`config.mk`:
```
export PLATFORM = sky130hd
export DESIGN_NAME = dses_mul
export DESIGN_NICKNAME = d
export VERILOG_FILES = /design/src/hw/rtl/dses_pkg.sv /design/src/hw/rtl/dses_mul.sv
export SDC_FILE = /design/constraint.sdc
export NUM_CORES = 2
export LEC_CHECK = 0
export BUFFER_PORTS_ARGS = -buffer_cell sky130_fd_sc_hd__buf_2
export CAP_MARGIN = 20
export CELL_PAD_IN_SITES_DETAIL_PLACEMENT = 1
export CELL_PAD_IN_SITES_GLOBAL_PLACEMENT = 1
export CORE_MARGIN = 2
export CORE_UTILIZATION = 45
export CTS_CLUSTER_DIAMETER = 60
export DETAILED_ROUTE_END_ITERATION = 7
export PLACE_DENSITY = 0.85
export SYNTH_ARGS = -nofsm -noshare
export SYNTH_HDL_FRONTEND = slang
export SYNTH_SLANG_ARGS = --single-unit
```
`constraint.sdc`:
```
create_clock -name clk -period 10.5 [get_ports clk]
set_input_delay 2.1 -clock clk [delete_from_list [all_inputs] [get_ports clk]]
set_output_delay 2.1 -clock clk [all_outputs]
set_load 0.02 [all_outputs]
```
`src/hw/rtl/dses_pkg.sv`:
```
`timescale 1ns / 1ps
// ----------------------------------------------------------------------------
// dses_pkg
// Shared types, opcodes and sizes for the expression stack evaluator.
// ----------------------------------------------------------------------------
package dses_pkg;

  localparam int STACK_DEPTH   = 64;
  localparam int CNT_W         = $clog2(STACK_DEPTH + 1);
  localparam int ADDR_W        = $clog2(STACK_DEPTH);
  localparam int VALUE_W       = 64;
  localparam int COUNT_W       = 7;
  localparam int FAULT_W       = 2;
  localparam int CFG_INDEX_W   = 1;

  // opcode bytes
  localparam logic [7:0] OP_ADDR           = 8'h03;
  localparam logic [7:0] OP_CONST1U        = 8'h08;
  localparam logic [7:0] OP_CONSTS         = 8'h11;
  localparam logic [7:0] OP_DUP            = 8'h12;
  localparam logic [7:0] OP_DROP           = 8'h13;
  localparam logic [7:0] OP_OVER           = 8'h14;
  localparam logic [7:0] OP_SWAP           = 8'h16;
  localparam logic [7:0] OP_AND            = 8'h1a;
  localparam logic [7:0] OP_MINUS          = 8'h1c;
  localparam logic [7:0] OP_MUL            = 8'h1e;
  localparam logic [7:0] OP_NEG            = 8'h1f;
  localparam logic [7:0] OP_NOT            = 8'h20;
  localparam logic [7:0] OP_OR             = 8'h21;
  localparam logic [7:0] OP_PLUS           = 8'h22;
  localparam logic [7:0] OP_PLUS_UCONST    = 8'h23;
  localparam logic [7:0] OP_XOR            = 8'h27;
  localparam logic [7:0] OP_LIT0           = 8'h30;
  localparam logic [7:0] OP_LIT31          = 8'h4f;
  localparam logic [7:0] OP_BREG0          = 8'h70;
  localparam logic [7:0] OP_BREG31         = 8'h8f;
  localparam logic [7:0] OP_FBREG          = 8'h91;
  localparam logic [7:0] OP_NOP            = 8'h96;
  localparam logic [7:0] OP_CALL_FRAME_CFA = 8'h9c;

  // fault codes
  localparam logic [FAULT_W-1:0] FAULT_OK    = 2'd0;
  localparam logic [FAULT_W-1:0] FAULT_UNDER = 2'd1;
  localparam logic [FAULT_W-1:0] FAULT_OVER  = 2'd2;
  localparam logic [FAULT_W-1:0] FAULT_UNSUP = 2'd3;

  // configuration register indexes
  localparam logic [CFG_INDEX_W-1:0] CFG_FRAME_ADDR = 1'd0;
  localparam logic [CFG_INDEX_W-1:0] CFG_LOAD_BASE  = 1'd1;

  typedef struct packed {
    logic [7:0]         func;
    logic [VALUE_W-1:0] operand;
    logic [VALUE_W-1:0] supplied_value;
    logic               first;
  } in_item_t;

  typedef struct packed {
    logic [VALUE_W-1:0] top_value;
    logic [COUNT_W-1:0] stack_count;
    logic [FAULT_W-1:0] fault;
  } out_item_t;

endpackage

```
`src/hw/rtl/dses_mul.sv`:
```
`timescale 1ns / 1ps
// ----------------------------------------------------------------------------
// dses_mul
// 64x64 multiplier, low 64 bits, built from one 32x32 product per cycle.
// ----------------------------------------------------------------------------
module dses_mul
  import dses_pkg::*;
(
  input  logic               clk,
  input  logic               rst,
  input  logic               start,
  input  logic [VALUE_W-1:0] a,
  input  logic [VALUE_W-1:0] b,
  output logic               busy,
  output logic               done,
  output logic [VALUE_W-1:0] product
);

  localparam int HALF_W = VALUE_W / 2;
  localparam logic [1:0] STEP_LL = 2'd0;
  localparam logic [1:0] STEP_LH = 2'd1;
  localparam logic [1:0] STEP_HL = 2'd2;

  logic [VALUE_W-1:0] op_a;
  logic [VALUE_W-1:0] op_b;
  logic [VALUE_W-1:0] acc;
  logic [1:0]         step;
  logic [HALF_W-1:0]  mx;
  logic [HALF_W-1:0]  my;
  logic [VALUE_W-1:0] pp;
  logic [VALUE_W-1:0] acc_next;

  always_comb begin
    case (step)
      STEP_LL: begin
        mx = op_a[HALF_W-1:0];
        my = op_b[HALF_W-1:0];
      end
      STEP_LH: begin
        mx = op_a[HALF_W-1:0];
        my = op_b[VALUE_W-1:HALF_W];
      end
      STEP_HL: begin
        mx = op_a[VALUE_W-1:HALF_W];
        my = op_b[HALF_W-1:0];
      end
      default: begin
        mx = '0;
        my = '0;
      end
    endcase
    pp = VALUE_W'(mx) * VALUE_W'(my);
    // cross terms only reach the upper half
    if (step == STEP_LL) begin
      acc_next = pp;
    end else begin
      acc_next = acc + {pp[HALF_W-1:0], {HALF_W{1'b0}}};
    end
  end

  assign done    = busy && (step == STEP_HL);
  assign product = acc_next;

  always_ff @(posedge clk) begin
    if (rst) begin
      busy <= 1'b0;
      step <= STEP_LL;
    end else if (start) begin
      busy <= 1'b1;
      step <= STEP_LL;
    end else if (busy) begin
      if (done) begin
        busy <= 1'b0;
        step <= STEP_LL;
      end else begin
        step <= step + 2'd1;
      end
    end
  end

  always_ff @(posedge clk) begin
    if (start) begin
      op_a <= a;
      op_b <= b;
    end
    if (busy) begin
      acc <= acc_next;
    end
  end

endmodule

```
==> results of run 1 <==
metal layers:
layer | overflow | GRT usage
met5 | 2 | 0.301
met4 | 106 | 0.679
met2 | 88 | 0.847
met3 | 2 | 0.567
met1 | 4 | 0.663
repair_timing:
action                                  4_1_cts
setup buffers                               106
resized for setup                           387
pin swaps                                   112
hold endpoints to repair                      0
endpoints found under the setup margin       42
gates cloned                                  3
cells by family after synthesis:
kind of cell,count (synthesis)
compound gates,461
xor+xnor,87
fa+ha+maj,1193
buf+inv,1206
flops,195
mux,7
simple gates,1420
stage by stage:
stage                      util  setup WS, ns
after global placement    0.534        -0.789
after floorplan               -      -0.00555
after detailed placement  0.534        -0.878
after CTS                 0.569         -1.15
==> impl_results.md, run 1 <==
- Mux share of post-synthesis cell area: 0.00175
- Main synth FF type: edfxtp_1
- Number of hold buffers added after cts: 0
- Error: [ERROR GRT-0232] Routing congestion too high. Check the congestion heatmap in the GUI.
- Ports: 197
- Combinational family with the most area after synthesis: adder cells
- Post-synthesis xor/xnor area fraction: 0.0184
- Post-synth EDFFs: ~190
- Share of Yosys cell area claimed by the top area cell type: 0.433
- Outcome: did not finish
- H-Tree Level Count: 4
- Global placer's final weighted congestion: approximately 1
- Yosys Warn Count: 0
- Largest net degree at the start of global routing: 72
- Area after DPL: 48,800 µm²
- Clk sink count: a little under 200
- Num CTS Buffers: 17
- Exit stage: global routing (5_1_grt)
- Synth area leader: fa_1
- Synth Net Count: about 6,000
- Root Driver: clkbuf_16
- Number of buffers added on ports: ~200
- Std cell rows: roughly 110
- Grt total ovfl: 202
- Gr usage total: 0.686
- Cells after Synth: roughly 4,600
- Yosys reg bits: a little under 200
- Placed cells: 6,379
- Adder-Cell Fraction of Synth Area: 0.523
- Die Width: between 300 and 400 µm
- Die Y: 307 µm
- Worst End Pin Type: output port
- Syn_area_per_cell: 9.07 µm²
- Maximum root-to-sink buffer count: 2
- FFs w/ async S/R, synth: 0
- Sequential share of the synthesized area: 0.141
- Synth Area in Compound Gates: 0.0706
- Simple-gate area share of the yosys netlist: 0.136
- Starting density of the core: 0.453
- Most frequent cells after synthesis: inv_1 (967), fa_1 (897), nand2_1 (879), nor2_1 (418), ha_1 (296)
- Synth top area cells: fa_1 (43%), edfxtp_1 (14%), ha_1 (8.9%), inv_1 (8.8%), nand2_1 (8.0%)
- Top-count cell post-synth: inv_1
- Cell area after synthesis: 41,400 µm²
- Synth cell types: 66
- Post-DP HPWL: 150,000 µm
- GRT repair_timing worst endpoint: product[60]
==> inputs of run 2 (changes only) <==
==> config.mk (replaced) <==
export PLATFORM = sky130hd
export DESIGN_NAME = dses_mul
export DESIGN_NICKNAME = d
export VERILOG_FILES = /design/src/hw/rtl/dses_pkg.sv /design/src/hw/rtl/dses_mul.sv
export SDC_FILE = /design/constraint.sdc
export NUM_CORES = 2
export LEC_CHECK = 0
export BUFFER_PORTS_ARGS = -buffer_cell sky130_fd_sc_hd__buf_2
export CAP_MARGIN = 20
export CORE_MARGIN = 2
export CORE_UTILIZATION = 30
export DETAILED_ROUTE_END_ITERATION = 7
export PLACE_DENSITY_LB_ADDON = 0.15
export SYNTH_ARGS = -nofsm -noshare
export SYNTH_HDL_FRONTEND = slang
export SYNTH_SLANG_ARGS = --single-unit
==> constraint.sdc (replaced) <==
create_clock -name clk -period 13.7 [get_ports clk]
set_input_delay 2.74 -clock clk [delete_from_list [all_inputs] [get_ports clk]]
set_output_delay 2.74 -clock clk [all_outputs]
set_load 0.02 [all_outputs]
==> run 2 against run 1 <==
Effect of this change: the run now ends clean; synthesized cell count did not move; area after synthesis unchanged.
==> impl_results.md, run 2 <==
- Final setup vio count: 0
- Num CTS Buffers: 17
- Synth area leader: fa_1
- Number of buffers added on ports: about 200
- Startpoint types: register
- Final Slew Violations: 0
- Fmax: 75.9 MHz
- Drt first pass iters: 5
- Vias in the first global route: between 30,000 and 40,000
- Number of routed nets with antenna violations: 0
- Crit. End Element: output port
- Gr usage total: 0.215
- Most common cell after layout, fill and taps aside: inv_1
- Slowest CP cell: fa_1
- Core ar.: between 100,000 and 150,000 µm²
- Hold Fails Final Rpt: 0
- Slew Limit Headroom: 0.258
- CTS tree: yes
- Global placer's final weighted congestion: 0.908
- First-pass GRT wire length: 222,000 µm
- H-Tree Level Count: 4
- Synth top area cells: fa_1 (43%), edfxtp_1 (14%), ha_1 (8.9%), inv_1 (8.8%), nand2_1 (8.0%)
- First DRT Iteration DRCs: ~2,200
- Max FO, Critical Path: 17
- Yosys reg bits: between 150 and 200
- Cell area after synthesis: a little over 40,000 µm²
- Largest net degree at the start of global routing: 77
- Hold Slack: roughly 0.55 ns
- Post-synth EDFFs: approximately 190
- Worst hold start: acc[3]$_DFFE_PP_
- Share of cells above drive strength 1: 0.0917
- Worst-skew pair later-pin latency: 0.55 ns
- Worst min path class: reg -> reg
- Largest regs: acc (64), op_a (64), op_b (64)
- Final WL: 148,000 µm
- Starting density of the core: 0.302
- Most frequent cells in the layout: inv_1 (967), fa_1 (897), nand2_1 (879)
- Cells after Synth: about 4,600
- Maximum root-to-sink buffer count: 2
- Post-DP HPWL: around 120,000 µm
- Hold Path End: acc[3]$_DFFE_PP_
- Syn-to-layout area delta: 9.98%
- Most frequent cells after synthesis: inv_1 (967), fa_1 (897), nand2_1 (879), nor2_1 (418), ha_1 (296)
- Max incr delay on CP: ~0.56 ns
- WL per Instance: between 20 and 25 µm
- Setup Crit Path Kind: reg -> out
- Ports: approximately 200
- Die area: around 140,000 µm²
- Final period utilization: 0.961
- Synth Net Count: 5,893
- Grt total ovfl: 0
- Syn_area_per_cell: 9.07 µm²
- Std cell rows: roughly 140
- Yosys Warn Count: 0
- Main synth FF type: edfxtp_1
- Antenna violations before repair: 8
- Clk sink count: between 150 and 200
- Die Width: 376 µm
- Hold Path Depth: 2
- WP data arrival: ~10 ns
- Worst R2R Path Depth: 36
- Top-count cell post-synth: inv_1
- Setup slack, reg-to-reg: 3.74 ns
- Via count: roughly 31,000
- Min cycle time layout: 13.17 ns
- Outcome: finished clean
- Worst-path clk slew: 0.11 ns
- Synth cell types: 66
- Worst path most repeated cell: fa_1
- CP Data Required Time: ~11 ns
- Root Driver: clkbuf_16
- Share of Yosys cell area claimed by the top area cell type: 0.433
- Sequential share of the synthesized area: 0.141
- FFs w/ async S/R, synth: 0
- Die Y: 376 µm
- Reg2reg start: step[1]$_SDFFE_PP0P_
- Slew @ Worst Pin: ~1.1 ns
- Worst-case clock skew: approximately 0.027 ns
- Max capacitance violation total: 0
- # DRC: 0
- Vias per cell: 4.81
- Fin util: 0.332
- Reg-to-Reg End: acc[60]$_DFFE_PP_
- Final nets: between 5,000 and 6,000
## run 2: cells by family (layout without fill, tap and decap cells)
family | after synthesis | count (layout) | share of synthesized area
xor+xnor | 87 | 87 | 0.0184
flops | 195 | 195 | 0.141
other cells | 0 | 3 | 0
compound gates | 461 | 461 | 0.0706
buf+inv | 1206 | 1315 | 0.110
simple gates | 1420 | 1420 | 0.136
fa+ha+maj | 1193 | 1193 | 0.523
mux | 7 | 7 | 0.00175
## run 2: through the flow
step | instance area, µm² | TNS [ns] | cells | worst slack (ns)
2_1_floorplan | 41400 | 0 | 4569 | 1.67
3_3_place_gp | 44800 | 0 | 6435 | 0.672
3_5_place_dp | 44800 | 0 | 6435 | 0.660
4_1_cts | 45500 | 0 | 6470 | 0.111
5_1_grt | 45600 | -0.00817 | 6473 | -0.00817
6_report | 45600 | 0 | 6475 | 0.529
## run 2: area by class of cell
cell class | count | area (µm²)
flip-flops and latches | 195 | 5840
clock inverters | 15 | 210
repair buffers | 316 | 1900
fillers | 14400 | 91800
diodes | 3 | 7.51
inverters | 967 | 3630
well taps | 1794 | 2240
multi-input cells | 3168 | 31300
clock buffers | 17 | 425
## run 2: repair_timing
item                                    CTS  global route
buffers inserted                          3             1
endpoints found under the setup margin    1             7
hold buffers                              0             0
resized for setup                         0            12
## run 2: worst max-delay path by stage
| stage | startpoint | end | slack (ns) | cells past startpoint |
|---|---|---|---|---|
| after floorplan | step[1]$_SDFFE_PP0P_ | product[60] | 1.67 | 41 |
| after global placement | step[1]$_SDFFE_PP0P_ | product[61] | 0.67 | 39 |
| after CTS | step[0]$_SDFFE_PP0P_ | product[61] | 0.11 | 38 |
| after global routing | step[1]$_SDFFE_PP0P_ | product[60] | -0.008 | 37 |
| after detailed placement | step[1]$_SDFFE_PP0P_ | product[61] | 0.66 | 39 |
| final | step[1]$_SDFFE_PP0P_ | product[60] | 0.53 | 37 |
## run 2: routing by layer
metal / up-vias / share of wire / routed length (µm) / track usage
met1: 16100 / 0.45 / 67300 / 0.307
li1: 13900 / - / - / -
met3: 132 / 0.062 / 9150 / 0.0313
met4: 0 / 0.025 / 3780 / 0.0557
met5: - / 0 / 0 / 0
met2: 963 / 0.46 / 68100 / 0.341
## run 2: worst max-delay path, delay by kind of cell, from the launching register on
| kind | cells | cell delay [ns] |
|---|---|---|
| fa+ha+maj | 10 | 4.31 |
| compound gates | 10 | 2.71 |
| simple gates | 7 | 0.94 |
| buf+inv | 7 | 0.73 |
| xor+xnor | 2 | 0.58 |
| flops | 1 | 0.43 |
| mux | 1 | 0.17 |
Power of run 2 is not shown: default switching activity piles up to over one toggle a cycle in this logic, so the estimate is an artifact.
